### config.mk
export PLATFORM = sky130hd
export DESIGN_NAME = marker_framed_sum_deframer
export DESIGN_NICKNAME = d
export VERILOG_FILES = /design/src/rtl/mfsd_pkg.sv /design/src/rtl/mfsd_front.sv /design/src/rtl/mfsd_exec.sv /design/src/rtl/mfsd_report.sv /design/src/rtl/marker_framed_sum_deframer.sv
export SDC_FILE = /design/constraint.sdc
export NUM_CORES = 1
export LEC_CHECK = 0
export BUFFER_PORTS_ARGS = -buffer_cell sky130_fd_sc_hd__buf_2
export CAP_MARGIN = 25
export CORE_MARGIN = 2
export CORE_UTILIZATION = 43
export CTS_BUF_LIST = sky130_fd_sc_hd__clkbuf_4
export DETAILED_ROUTE_END_ITERATION = 8
export PLACE_DENSITY = 0.62
export SYNTH_ARGS = -nofsm -noshare
export SYNTH_HDL_FRONTEND = slang
export SYNTH_SLANG_ARGS = --single-unit
### constraint.sdc
create_clock -name clk -period 11.8 [get_ports clk]
set_clock_uncertainty 0.15 [all_clocks]
set_input_delay 1.18 -clock clk [delete_from_list [all_inputs] [get_ports clk]]
set_output_delay 1.18 -clock clk [all_outputs]
set_load 0.1 [all_outputs]
### src/rtl/mfsd_pkg.sv
// mfsd_pkg: shared types, codes and constants of the marker framed sum deframer
// used by every module of the block and by the port checker
package mfsd_pkg;

    // defaults of the top level parameters
    localparam int MAX_FRAME_DEF  = 8192;
    localparam int TEXT_LIMIT_DEF = 16;

    localparam logic [7:0] END_MARKER_RST = 8'h04;

    // character codes
    localparam logic [7:0] CHAR_CR    = 8'h0d;
    localparam logic [7:0] CHAR_LF    = 8'h0a;
    localparam logic [7:0] CHAR_TAB   = 8'h09;
    localparam logic [7:0] CHAR_SPACE = 8'h20;
    localparam logic [7:0] CHAR_PLUS  = 8'h2b;
    localparam logic [7:0] CHAR_MINUS = 8'h2d;
    localparam logic [7:0] CHAR_ZERO  = 8'h30;
    localparam logic [7:0] CHAR_NINE  = 8'h39;

    // result field widths
    localparam int IDX_W   = 13;
    localparam int FLEN_W  = 13;
    localparam int SCOMP_W = 21;
    localparam int SRECV_W = 48;

    // checksum magnitude saturates at all ones
    localparam int MAG_W = 47;
    localparam logic [MAG_W-1:0] PARSE_MAX = '1;

    localparam int QUEUE_DEPTH = 2;

    typedef enum logic [2:0] {
        KIND_SKIP     = 3'd0,
        KIND_PAYLOAD  = 3'd1,
        KIND_TEXT     = 3'd2,
        KIND_GOOD     = 3'd3,
        KIND_MISMATCH = 3'd4,
        KIND_TOO_LONG = 3'd5,
        KIND_OVERFLOW = 3'd6
    } kind_t;

    // one classified received byte
    typedef struct packed {
        logic [7:0] data;
        logic       is_crlf;
        logic       is_marker;
        logic       is_zero;
        logic       is_space;
        logic       is_sign;
        logic       is_minus;
        logic       is_digit;
        logic [3:0] digit;
    } item_t;

    // result before the checksum compare
    typedef struct packed {
        logic               verdict;
        kind_t              kind;
        logic [7:0]         data;
        logic [IDX_W-1:0]   idx;
        logic [FLEN_W-1:0]  flen;
        logic [SRECV_W-1:0] sum_wide;
        logic [MAG_W-1:0]   mag;
        logic               neg;
    } res_t;

endpackage

### src/rtl/mfsd_front.sv
// mfsd_front: classifies received bytes and queues them for the frame engine
// depends on mfsd_pkg
module mfsd_front
    import mfsd_pkg::*;
(
    input  logic       clk,
    input  logic       rst_n,
    input  logic       in_valid,
    output logic       in_stall,
    input  logic [7:0] rx_byte,
    input  logic [7:0] end_marker,
    input  logic       pop,
    output item_t      head,
    output logic       head_valid
);

    localparam int PTR_W = $clog2(QUEUE_DEPTH);
    localparam int CNT_W = $clog2(QUEUE_DEPTH + 1);

    item_t             q_reg [QUEUE_DEPTH];
    logic [PTR_W-1:0]  wr_ptr_reg, wr_ptr_next;
    logic [PTR_W-1:0]  rd_ptr_reg, rd_ptr_next;
    logic [CNT_W-1:0]  cnt_reg, cnt_next;
    logic              push;
    item_t             cls;

    always_comb
    begin
        cls.data      = rx_byte;
        cls.is_crlf   = (rx_byte == CHAR_CR) || (rx_byte == CHAR_LF);
        cls.is_marker = (rx_byte == end_marker);
        cls.is_zero   = (rx_byte == 8'h00);
        cls.is_space  = (rx_byte == CHAR_SPACE) || ((rx_byte >= CHAR_TAB) && (rx_byte <= CHAR_CR));
        cls.is_sign   = (rx_byte == CHAR_PLUS) || (rx_byte == CHAR_MINUS);
        cls.is_minus  = (rx_byte == CHAR_MINUS);
        cls.is_digit  = (rx_byte >= CHAR_ZERO) && (rx_byte <= CHAR_NINE);
        cls.digit     = rx_byte[3:0];
    end

    assign in_stall   = (cnt_reg == CNT_W'(QUEUE_DEPTH));
    assign push       = in_valid && !in_stall;
    assign head_valid = (cnt_reg != '0);
    assign head       = q_reg[rd_ptr_reg];

    always_comb
    begin
        wr_ptr_next = wr_ptr_reg;
        rd_ptr_next = rd_ptr_reg;
        cnt_next    = cnt_reg;
        if (push)
        begin
            wr_ptr_next = (wr_ptr_reg == PTR_W'(QUEUE_DEPTH - 1)) ? '0 : wr_ptr_reg + 1'b1;
        end
        if (pop)
        begin
            rd_ptr_next = (rd_ptr_reg == PTR_W'(QUEUE_DEPTH - 1)) ? '0 : rd_ptr_reg + 1'b1;
        end
        if (push && !pop)
        begin
            cnt_next = cnt_reg + 1'b1;
        end
        else if (pop && !push)
        begin
            cnt_next = cnt_reg - 1'b1;
        end
    end

    always_ff @(posedge clk or negedge rst_n)
    begin
        if (!rst_n)
        begin
            wr_ptr_reg <= '0;
            rd_ptr_reg <= '0;
            cnt_reg    <= '0;
        end
        else
        begin
            wr_ptr_reg <= wr_ptr_next;
            rd_ptr_reg <= rd_ptr_next;
            cnt_reg    <= cnt_next;
        end
    end

    always_ff @(posedge clk)
    begin
        if (push)
        begin
            q_reg[wr_ptr_reg] <= cls;
        end
    end

endmodule

### src/rtl/mfsd_exec.sv
// mfsd_exec: frame state, running sum and checksum text parser
// depends on mfsd_pkg; takes classified bytes from mfsd_front
module mfsd_exec
    import mfsd_pkg::*;
#(
    parameter int MAX_FRAME  = MAX_FRAME_DEF,
    parameter int TEXT_LIMIT = TEXT_LIMIT_DEF
)
(
    input  logic       clk,
    input  logic       rst_n,
    input  logic [7:0] end_marker,
    input  item_t      head,
    input  logic       head_valid,
    input  logic       advance,
    output logic       pop,
    output res_t       res,
    output logic       res_valid
);

    localparam int PC_W   = $clog2(MAX_FRAME + 1);
    localparam int SUM_W  = $clog2(MAX_FRAME) + 9;
    localparam int TC_W   = $clog2(TEXT_LIMIT + 2);
    localparam int PROD_W = MAG_W + 4;

    typedef enum logic [1:0] {
        PH_PAYLOAD = 2'b01,
        PH_TEXT    = 2'b10
    } phase_t;

    typedef enum logic [3:0] {
        PS_LEAD   = 4'b0001,
        PS_SIGN   = 4'b0010,
        PS_DIGITS = 4'b0100,
        PS_DONE   = 4'b1000
    } pstage_t;

    phase_t                   phase_reg, phase_next;
    logic [PC_W-1:0]          pc_reg, pc_next;
    logic [TC_W-1:0]          tc_reg, tc_next;
    logic [7:0]               prev_reg, prev_next;
    logic signed [SUM_W-1:0]  sum_reg, sum_next;
    logic [PC_W-1:0]          cl_reg, cl_next;
    logic                     zero_reg, zero_next;
    logic [MAG_W-1:0]         mag_reg, mag_next;
    pstage_t                  stage_reg, stage_next;
    logic                     neg_reg, neg_next;
    logic                     res_valid_reg;
    res_t                     res_reg, res_next;

    logic [PROD_W-1:0]        prod;
    logic [MAG_W-1:0]         add_mag;
    logic [MAG_W-1:0]         mag_par;
    pstage_t                  stage_par;
    logic                     neg_par;
    logic [TC_W-1:0]          tc_inc;
    logic [PC_W-1:0]          flen_raw;
    logic [IDX_W+PC_W-1:0]    idx_ext;
    logic [FLEN_W+PC_W-1:0]   flen_ext;
    logic                     marker_pair;

    assign pop       = head_valid && advance;
    assign res       = res_reg;
    assign res_valid = res_valid_reg;

    assign marker_pair = (prev_reg == end_marker) && head.is_marker;
    assign tc_inc      = tc_reg + 1'b1;
    assign flen_raw    = (cl_reg >= PC_W'(2)) ? cl_reg - PC_W'(2) : '0;
    assign idx_ext     = {{IDX_W{1'b0}}, pc_reg};
    assign flen_ext    = {{FLEN_W{1'b0}}, flen_raw};

    // mag * 10 + digit, saturating
    assign prod    = ({4'b0, mag_reg} << 3) + ({4'b0, mag_reg} << 1) + PROD_W'(head.digit);
    assign add_mag = (prod > PROD_W'(PARSE_MAX)) ? PARSE_MAX : prod[MAG_W-1:0];

    always_comb
    begin
        mag_par   = mag_reg;
        stage_par = stage_reg;
        neg_par   = neg_reg;
        unique case (stage_reg)
            PS_LEAD:
            begin
                if (!head.is_space)
                begin
                    priority if (head.is_sign)
                    begin
                        neg_par   = head.is_minus;
                        stage_par = PS_SIGN;
                    end
                    else if (head.is_digit)
                    begin
                        mag_par   = add_mag;
                        stage_par = PS_DIGITS;
                    end
                    else
                    begin
                        stage_par = PS_DONE;
                    end
                end
            end
            PS_SIGN, PS_DIGITS:
            begin
                if (head.is_digit)
                begin
                    mag_par   = add_mag;
                    stage_par = PS_DIGITS;
                end
                else
                begin
                    stage_par = PS_DONE;
                end
            end
            PS_DONE:
            begin
                stage_par = PS_DONE;
            end
            default:
            begin
                stage_par = PS_DONE;
            end
        endcase
    end

    always_comb
    begin
        phase_next = phase_reg;
        pc_next    = pc_reg;
        tc_next    = tc_reg;
        prev_next  = prev_reg;
        sum_next   = sum_reg;
        cl_next    = cl_reg;
        zero_next  = zero_reg;
        mag_next   = mag_reg;
        stage_next = stage_reg;
        neg_next   = neg_reg;

        res_next          = '0;
        res_next.kind     = KIND_SKIP;

        if (pop)
        begin
            unique case (phase_reg)
                PH_PAYLOAD:
                begin
                    priority if ((pc_reg == '0) && head.is_crlf)
                    begin
                        res_next.kind = KIND_SKIP;
                    end
                    else if (pc_reg == PC_W'(MAX_FRAME))
                    begin
                        res_next.kind = KIND_OVERFLOW;
                        pc_next   = '0;
                        tc_next   = '0;
                        prev_next = '0;
                        sum_next  = '0;
                        cl_next   = '0;
                        zero_next = 1'b0;
                    end
                    else
                    begin
                        // sum and length freeze at the first zero byte
                        if (!zero_reg)
                        begin
                            if (head.is_zero)
                            begin
                                zero_next = 1'b1;
                            end
                            else
                            begin
                                sum_next = sum_reg + SUM_W'(signed'(head.data));
                                cl_next  = cl_reg + 1'b1;
                            end
                        end
                        res_next.kind = KIND_PAYLOAD;
                        res_next.data = head.data;
                        res_next.idx  = idx_ext[IDX_W-1:0];
                        pc_next       = pc_reg + 1'b1;
                        prev_next     = head.data;
                        if ((pc_reg >= PC_W'(2)) && marker_pair)
                        begin
                            phase_next = PH_TEXT;
                            tc_next    = '0;
                            mag_next   = '0;
                            stage_next = PS_LEAD;
                            neg_next   = 1'b0;
                        end
                    end
                end
                PH_TEXT:
                begin
                    if (tc_inc > TC_W'(TEXT_LIMIT))
                    begin
                        res_next.kind = KIND_TOO_LONG;
                        phase_next = PH_PAYLOAD;
                        pc_next    = '0;
                        tc_next    = '0;
                        prev_next  = '0;
                        sum_next   = '0;
                        cl_next    = '0;
                        zero_next  = 1'b0;
                        mag_next   = '0;
                        stage_next = PS_LEAD;
                        neg_next   = 1'b0;
                    end
                    else if ((tc_inc > TC_W'(2)) && marker_pair)
                    begin
                        // closing marker still goes through the parser
                        res_next.verdict  = 1'b1;
                        res_next.kind     = KIND_GOOD;
                        res_next.flen     = flen_ext[FLEN_W-1:0];
                        res_next.sum_wide = SRECV_W'(sum_reg);
                        res_next.mag      = mag_par;
                        res_next.neg      = neg_par;
                        phase_next = PH_PAYLOAD;
                        pc_next    = '0;
                        tc_next    = '0;
                        prev_next  = '0;
                        sum_next   = '0;
                        cl_next    = '0;
                        zero_next  = 1'b0;
                        mag_next   = '0;
                        stage_next = PS_LEAD;
                        neg_next   = 1'b0;
                    end
                    else
                    begin
                        res_next.kind = KIND_TEXT;
                        res_next.data = head.data;
                        tc_next    = tc_inc;
                        prev_next  = head.data;
                        mag_next   = mag_par;
                        stage_next = stage_par;
                        neg_next   = neg_par;
                    end
                end
                default:
                begin
                    phase_next = PH_PAYLOAD;
                end
            endcase
        end
    end

    always_ff @(posedge clk or negedge rst_n)
    begin
        if (!rst_n)
        begin
            phase_reg     <= PH_PAYLOAD;
            pc_reg        <= '0;
            tc_reg        <= '0;
            prev_reg      <= '0;
            sum_reg       <= '0;
            cl_reg        <= '0;
            zero_reg      <= 1'b0;
            mag_reg       <= '0;
            stage_reg     <= PS_LEAD;
            neg_reg       <= 1'b0;
            res_valid_reg <= 1'b0;
        end
        else
        begin
            phase_reg <= phase_next;
            pc_reg    <= pc_next;
            tc_reg    <= tc_next;
            prev_reg  <= prev_next;
            sum_reg   <= sum_next;
            cl_reg    <= cl_next;
            zero_reg  <= zero_next;
            mag_reg   <= mag_next;
            stage_reg <= stage_next;
            neg_reg   <= neg_next;
            if (advance)
            begin
                res_valid_reg <= head_valid;
            end
        end
    end

    always_ff @(posedge clk)
    begin
        if (pop)
        begin
            res_reg <= res_next;
        end
    end

endmodule

### src/rtl/mfsd_report.sv
// mfsd_report: checksum compare and the output register of the result channel
// depends on mfsd_pkg; takes results from mfsd_exec
module mfsd_report
    import mfsd_pkg::*;
(
    input  logic                      clk,
    input  logic                      rst_n,
    input  res_t                      res,
    input  logic                      res_valid,
    output logic                      advance,
    output logic                      out_valid,
    input  logic                      out_stall,
    output logic [2:0]                kind,
    output logic [7:0]                data_byte,
    output logic [IDX_W-1:0]          byte_index,
    output logic [FLEN_W-1:0]         frame_length,
    output logic signed [SCOMP_W-1:0] sum_computed,
    output logic signed [SRECV_W-1:0] sum_received
);

    logic                      out_valid_reg;
    logic [2:0]                kind_reg;
    logic [7:0]                data_reg;
    logic [IDX_W-1:0]          idx_reg;
    logic [FLEN_W-1:0]         flen_reg;
    logic signed [SCOMP_W-1:0] scomp_reg;
    logic signed [SRECV_W-1:0] srecv_reg;

    logic [SRECV_W-1:0]        mag_ext;
    logic [SRECV_W-1:0]        value;
    kind_t                     kind_fin;

    assign advance = !out_valid_reg || !out_stall;

    assign mag_ext  = {1'b0, res.mag};
    assign value    = res.neg ? (SRECV_W'(0) - mag_ext) : mag_ext;
    assign kind_fin = !res.verdict ? res.kind :
                      (value == res.sum_wide) ? KIND_GOOD : KIND_MISMATCH;

    always_ff @(posedge clk or negedge rst_n)
    begin
        if (!rst_n)
        begin
            out_valid_reg <= 1'b0;
        end
        else if (advance)
        begin
            out_valid_reg <= res_valid;
        end
    end

    always_ff @(posedge clk)
    begin
        if (advance && res_valid)
        begin
            kind_reg  <= kind_fin;
            data_reg  <= res.data;
            idx_reg   <= res.idx;
            if (res.verdict)
            begin
                flen_reg  <= res.flen;
                scomp_reg <= res.sum_wide[SCOMP_W-1:0];
                srecv_reg <= value;
            end
            else
            begin
                flen_reg  <= '0;
                scomp_reg <= '0;
                srecv_reg <= '0;
            end
        end
    end

    assign out_valid    = out_valid_reg;
    assign kind         = kind_reg;
    assign data_byte    = data_reg;
    assign byte_index   = idx_reg;
    assign frame_length = flen_reg;
    assign sum_computed = scomp_reg;
    assign sum_received = srecv_reg;

endmodule

### src/rtl/marker_framed_sum_deframer.sv
// marker_framed_sum_deframer: top level, end marker register and the three stages
// depends on mfsd_pkg, mfsd_front, mfsd_exec, mfsd_report
//
//  channel   direction  handshake              payload
//  in        to block   in_valid / in_stall    rx_byte
//  out       from block out_valid / out_stall  kind, data_byte, byte_index, frame_length,
//                                              sum_computed, sum_received
//  cfg       to block   cfg_valid / cfg_ready  cfg_data (end marker, always ready)
//
// one byte per cycle sustained while out_stall is low; a byte's result passes the queue,
// the frame engine register, then the output register
// reset clears the frame state, queue and output valid; end marker returns to 0x04
// out_stall holds the frame engine and output register; the two entry queue keeps
// taking bytes until full, then raises in_stall
module marker_framed_sum_deframer
    import mfsd_pkg::*;
#(
    parameter int MAX_FRAME  = MAX_FRAME_DEF,
    parameter int TEXT_LIMIT = TEXT_LIMIT_DEF
)
(
    input  logic                      clk,
    input  logic                      rst_n,
    input  logic                      in_valid,
    output logic                      in_stall,
    input  logic [7:0]                rx_byte,
    output logic                      out_valid,
    input  logic                      out_stall,
    output logic [2:0]                kind,
    output logic [7:0]                data_byte,
    output logic [IDX_W-1:0]          byte_index,
    output logic [FLEN_W-1:0]         frame_length,
    output logic signed [SCOMP_W-1:0] sum_computed,
    output logic signed [SRECV_W-1:0] sum_received,
    input  logic                      cfg_valid,
    output logic                      cfg_ready,
    input  logic [7:0]                cfg_data
);

    logic [7:0] end_marker_reg;
    item_t      head;
    logic       head_valid;
    logic       pop;
    logic       advance;
    res_t       res;
    logic       res_valid;

    assign cfg_ready = 1'b1;

    always_ff @(posedge clk or negedge rst_n)
    begin
        if (!rst_n)
        begin
            end_marker_reg <= END_MARKER_RST;
        end
        else if (cfg_valid && cfg_ready)
        begin
            end_marker_reg <= cfg_data;
        end
    end

    mfsd_front u_front (
        .clk        (clk),
        .rst_n      (rst_n),
        .in_valid   (in_valid),
        .in_stall   (in_stall),
        .rx_byte    (rx_byte),
        .end_marker (end_marker_reg),
        .pop        (pop),
        .head       (head),
        .head_valid (head_valid)
    );

    mfsd_exec #(
        .MAX_FRAME  (MAX_FRAME),
        .TEXT_LIMIT (TEXT_LIMIT)
    ) u_exec (
        .clk        (clk),
        .rst_n      (rst_n),
        .end_marker (end_marker_reg),
        .head       (head),
        .head_valid (head_valid),
        .advance    (advance),
        .pop        (pop),
        .res        (res),
        .res_valid  (res_valid)
    );

    mfsd_report u_report (
        .clk          (clk),
        .rst_n        (rst_n),
        .res          (res),
        .res_valid    (res_valid),
        .advance      (advance),
        .out_valid    (out_valid),
        .out_stall    (out_stall),
        .kind         (kind),
        .data_byte    (data_byte),
        .byte_index   (byte_index),
        .frame_length (frame_length),
        .sum_computed (sum_computed),
        .sum_received (sum_received)
    );

endmodule

* After elaboration in Yosys (flattened, before gate mapping) *
Memory sizes are Yosys's and may differ from the RTL's.
Cells that the tools add are included.

word-level totals
  flip-flop bits (word level) = 346
  bits in writable memories = 38
  bits of input ports = 21
  output and inout port bits = 109
  memories = 1

memories
  name           depth  bits a word  read ports  clocked after Yosys merged registers in  wr ports  line              text
  u_front.q_reg  2      19           1           0                                        1         mfsd_front.sv:20  item_t q_reg [QUEUE_DEPTH];

operators by class
  add/subtract/negate cells = 12
  magnitude comparators = 9
  eq/ne operators = 23
  mux-type cells = 88
  bitwise logic cells = 4
  reductions and logical operators = 37

operators by type and width
  cell                                                                    number
  47-bit 2-to-1 mux                                                       9
  47-bit one-hot mux with 2 select lines                                  2
  22-bit 2-to-1 mux                                                       6
  14-bit 2-to-1 mux                                                       8
  14-bit one-hot mux with 2 select lines                                  2
  50-bit by 48-bit adder with 51-bit output                               1
  51-bit by 4-bit adder with 51-bit output                                1
  51-bit by 47-bit > comparator with 1-bit output, second input constant  1
  48-bit equality test                                                    1
  48-bit 2-to-1 mux                                                       1
  1-bit by 47-bit subtractor with 48-bit output, first input constant     1
  22-bit one-hot mux with 2 select lines                                  1
  21-bit 2-to-1 mux                                                       2
  4-bit 2-to-1 mux                                                        8
  8-bit 2-to-1 mux                                                        4
  14-bit by 1-bit adder with 14-bit output, second input constant         2
  14-bit by 2-bit >= comparator with 1-bit output, second input constant  2
  5-bit 2-to-1 mux                                                        5
  8-bit by 6-bit equality test with 1-bit output, second input constant   3
  22-bit by 8-bit adder with 22-bit output                                1
  11-bit one-hot mux with 2 select lines                                  1
  1-bit 2-to-1 mux                                                        20
  8-bit by 4-bit equality test with 1-bit output, second input constant   2
  8-bit equality test                                                     2
  other kinds (44)                                                        87

* Logic depth before layout (Yosys ltp) *
  depth in word-level cells = 11
  mapped depth = 19
  mapped depth without buffers = 16

* By module *
Synthesis repeated with hierarchy kept, for this count alone.

second synthesis, totals
  cells, all modules = 2441
  area, all modules = 24054.3 um^2

by module, submodules not included
  module                      times used  cells each  area each (um^2)  seq. area each (um^2)
  mfsd_exec                   1           1585        14893.0           6223.5
  mfsd_report                 1           737         7260.7            3208.1
  mfsd_front                  1           100         1556.5            1001.0
  marker_framed_sum_deframer  1           19          344.1             201.4

* Worst setup path before layout *
OpenSTA, ideal clock, no wires.

  kind = input to register
  from = input port out_stall
  to = register u_exec.mag_reg[39]
  setup time = 87 ps
  data arrival time = 5967 ps
  path slack = 5596 ps
  cell stages on the path = 12
  cells stage by stage = nand2_1 -> o21ai_0 -> inv_1 -> o41ai_1 -> o21bai_1 -> nand2b_1 -> clkbuf_1 -> or2_1 -> clkbuf_1 -> nor3_1 -> o21ai_0 -> a22oi_1

on the way
  word-level cells in the longest chain between the ends = 4

ends and longest elaborated chain
  item                                  line                              text
  start, declared                       marker_framed_sum_deframer.sv:28  input logic out_stall,
  1-bit zero test                       mfsd_report.sv:33                 assign advance = !out_valid_reg || !out_stall;
  1-bit logical OR                      mfsd_report.sv:33
  1-bit logical AND                     mfsd_exec.sv:62                   assign pop = head_valid && advance;
  via pop                               marker_framed_sum_deframer.sv:43  logic pop;
  5-bit AND reduction (no source line)  --
  end signal, assigned                  mfsd_exec.sv:270                  mag_reg <= mag_next;
  end, declared                         mfsd_exec.sv:45                   logic [MAG_W-1:0] mag_reg, mag_next;

The timed path passes the listed nets, and every way through them passes these cells.
A chain may end at the register's enable or synchronous reset.

* Final worst setup path *
  from = register u_front.rd_ptr_reg
  to = register u_exec.res_reg, in the netlist u_exec.res[31], data pin

on the way
  word-level cells in the longest chain between the ends = 8
  elaborated cells on any way between the ends = 12
  those cells by class = add/sub: 1; order compare: 1; mux: 5; bitwise: 1; reduce/logical: 3; memory: 1

ends and longest elaborated chain
  item                                             line                               text
  start, declared                                  mfsd_front.sv:22                   logic [PTR_W-1:0] rd_ptr_reg, rd_ptr_next;
  start signal, assigned                           mfsd_front.sv:79                   rd_ptr_reg <= rd_ptr_next;
  memory 2 x 19 bit (*)                            --
  51-bit by 4-bit adder with 51-bit output         mfsd_exec.sv:73                    assign prod = ({4'b0, mag_reg} << 3) + ({4'b0, mag_reg} << 1) + PROD_W'(head.digit);
  51-bit by 47-bit > comparator with 1-bit output  mfsd_exec.sv:74                    assign add_mag = (prod > PROD_W'(PARSE_MAX)) ? PARSE_MAX : prod[MAG_W-1:0];
  47-bit 2-to-1 mux                                mfsd_exec.sv:74
  47-bit 2-to-1 mux                                mfsd_exec.sv:91, mfsd_exec.sv:104
  47-bit 2-to-1 mux                                mfsd_exec.sv:86                    priority if (head.is_sign)
  47-bit 2-to-1 mux                                mfsd_exec.sv:84                    if (!head.is_space)
  47-bit one-hot mux with 2 select lines           mfsd_exec.sv:81                    unique case (stage_reg)
  end signal, assigned                             mfsd_exec.sv:284                   res_reg <= res_next;
  end, declared                                    mfsd_exec.sv:49                    res_t res_reg, res_next;

Mark *: on every way between the ends. The rest lies on a longest branch, timed or not.

==> results.py <==
metrics = {
    "detailed_routing": {
        "drt-total-wl_um": 54900,
        "avgRoutedWirePerCell_um": 18.2,
        "firstDrtPassIters": 6,
        "drc": 0,
        "drt_iter0_drc": 1332,
        "vias": 16997,
        "postRouteAntennaNets": 0,
        "via_per_inst": 5.63,
    },
    "clock_tree": {
        "numCtsBuffers": 100,
        "clk_path_buf_depth": 3,
        "hold_buffers": 0,
        "cts_tree": "built",
        "clock_sinks": 376,
        "clk_latency_ns": 0.90,
        "cts_root_buf": "clkbuf_4",
        "post_cts_buffers": 0,
        "h-tree-depth": 3,
        "postCtsResizedCells": 0,
        "clk_pin_slew_ns": 0.08,
    },
    "global_route": {
        "overflow": 0,
        "grt_start_max_net_pins": 83,
        "first_global_vias": 16455,
        "grt_use_total_pct": 21.0,
        "grt_pass1_wl_um": 88600,
        "antenna_found_initial": 3,
    },
    "critical_path": {
        "cp-start-kind": "register",
        "worst_ep_arrival_time_ns": 6.65,
        "setup.worst_path.end_class": "register",
        "crit_start": "u_front.rd_ptr_reg$_DFFE_PN0P_",
        "reg2regPathDepth": 14,
        "worst_ep_required_time_ns": 12.25,
        "r2r-start": "u_front.rd_ptr_reg$_DFFE_PN0P_",
        "crit_fanout": 16,
        "crit_type": "reg2reg",
    },
    "placed_design": {
        "place_area_mm2": 0.0230,
        "io_buffers": 128,
        "pre_cts_slack_ns": 5.63,
        "dp_hpwl_um": 39200,
        "gp_congestion": 0.893,
    },
    "timing": {
        "layout_setup_ws_ns": 5.60,
        "finalHoldViolCount": 0,
        "finalSetupViolations": 0,
        "max_freq_ghz": 0.161,
        "rsz0062_at_grt": "no",
        "relSlewSlack_pct": 27.9,
        "min_period_over_period_pct": 52.5,
        "maxSlewViolCount": 0,
        "period_minus_slack_ns": 6.20,
        "fin_setup_tns_ns": 0,
        "worst_slew_pin_slew_ns": 1.07,
    },
    "synth": {
        "synth_warnings": 0,
        "ys_seq_area_share_pct": 48.9,
        "synth_area_mm2": 0.0218,
        "synth_cell_types": 90,
        "ys_seq_elements": 376,
        "syn_nets": 2268,
        "yosys-top-cells-area": "edfxtp_1 34%, dfrtp_1 15%, ha_1 7.3%",
        "post-synth-top-area-cell": "edfxtp_1",
        "synth_top_flop_cell": "edfxtp_1",
        "synth-async-reset-ratio_pct": 35.1,
        "synth_top_area_share_pct": 33.7,
        "syn_inst": 2117,
        "syn-mean-instance-area_um2": 10.3,
        "synth_edf_count": 244,
    },
    "power": {
        "finalPower_mw": 6.63,
        "power_density_mw_per_mm2": 272,
        "leakage_nw": 10.3,
        "peakVddDrop_uv": 211,
    },
    "layout": {
        "final_cell_mix": "244 x edfxtp_1, 217 x nand2_1, 164 x nor2_1",
        "drive_gt1_share_pct": 16.3,
        "nNetsFinal": 2410,
        "largest_reg_flops": 108,
        "fin_area_mm2": 0.0244,
        "area_delta_synth_final_pct": 12.1,
        "mostFrequentLayoutCell": "edfxtp_1",
    },
    "min_path": {
        "min_path_type": "in2async",
    },
    "die": {
        "fp.dieH_um": 229,
        "start_util_pct": 43.5,
        "dieArea_mm2": 0.0524,
        "core_area_mm2": 0.0501,
        "rows": 82,
        "io-pin-count": 130,
        "chipWidth_um": 229,
    },
    "job": {
        "max-cap-violations": 0,
    },
    "run_status": {
        "status": "completed",
    },
}
-- cells by family (layout without fill, tap and decap cells) --
kind of cell | Yosys count | count (layout) | synth area share, %
compound gates | 552 | 552 | 16.7
flops | 376 | 376 | 48.9
buf+inv | 166 | 393 | 2.97
other cells | 1 | 3 | 0.0172
fa+ha+maj | 130 | 130 | 7.58
mux | 27 | 27 | 1.30
simple gates | 695 | 695 | 15.7
xor+xnor | 170 | 170 | 6.84
-- cells in the mapped netlist, types with 7 or more instances --
cell type,n
and2_1,87
buf_2,8
o21ai_1,11
o21ai_0,153
nor3_1,31
and4_1,7
ha_1,127
inv_1,55
mux2i_1,17
a21o_1,34
o221a_2,17
a22oi_1,7
or3_1,11
nand4_1,29
xor2_1,83
and3_1,24
o211ai_1,14
o41ai_1,9
edfxtp_1,244
dfrtp_1,129
or4_1,9
nor2b_1,8
clkbuf_1,96
nand2b_1,15
a31oi_1,13
a21oi_1,131
o21bai_1,8
nand2_1,217
nand3_1,37
a211oi_1,9
o31ai_1,34
o21a_1,13
o221ai_1,38
xnor2_1,87
nor2_1,165
mux2_2,10
nor4_1,16
or2_2,9
-- area by class of cell --
| class | count | area, um^2 |
|---|---|---|
| antenna | 2 | 5.00 |
| clock buffer | 158 | 1190 |
| clock inverter | 29 | 169 |
| fill | 4700 | 25700 |
| inverter | 56 | 213 |
| multi-input combinational | 1575 | 10500 |
| sequential | 376 | 10600 |
| tap | 672 | 841 |
| timing repair buffer | 150 | 852 |
-- per-stage QoR --
step / hold WS [ns] / utilization (%) / std cells
floorplan: 0.250 / - / 2117
global placement: 0.254 / 45.9 / 2826
detailed placement: 0.255 / 46.0 / 2828
CTS: 0.195 / 48.7 / 3015
global route: 0.233 / 48.7 / 3018
finish: 0.232 / 48.7 / 3018
-- routing by layer --
| layer | track usage [%] | part of all wire [%] |
|---|---|---|
| met5 | 0 | 0.024 |
| met4 | 7.61 | 2.4 |
| met3 | 3.69 | 5.7 |
| met2 | 32.6 | 46 |
| met1 | 29.4 | 46 |
-- where the power goes --
group          switching (mW)  total (mW)  internal (mW)
Clock                   0.558        1.19          0.633
Sequential              0.320        2.27           1.95
Combinational            2.39        3.16          0.769
-- final timing paths --
kind | end | slack [ns]
worst min register to register | u_report.byte_index[4]$_DFFE_PP_ | 0.26
worst max register to register | u_exec.res[31]$_SDFFCE_PP0P_ | 5.60
min in group clk | u_report.byte_index[4]$_DFFE_PP_ | 0.26
max in group asynchronous | u_exec.sum_reg[17]$_DFFE_PN0P_ | 9.90
worst min-delay path | u_exec.mag_reg[21]$_DFFE_PN0P_ | 0.23
worst max-delay path | u_exec.res[31]$_SDFFCE_PP0P_ | 5.60
-- critical path: stages, from the launching register on --
cell,delay [ns]
dfrtp_1,0.89
mux2i_1,0.44
fa_1,0.52
inv_1,0.08
ha_1,0.24
a211oi_1,0.24
o21ai_0,0.29
o211a_1,0.32
o21ai_0,0.28
o221ai_1,0.26
and3_1,0.21
a2111oi_0,0.60
o211a_1,0.49
nand2b_1,0.48
o221a_2,0.42
Power figures use the tool's default switching activity.
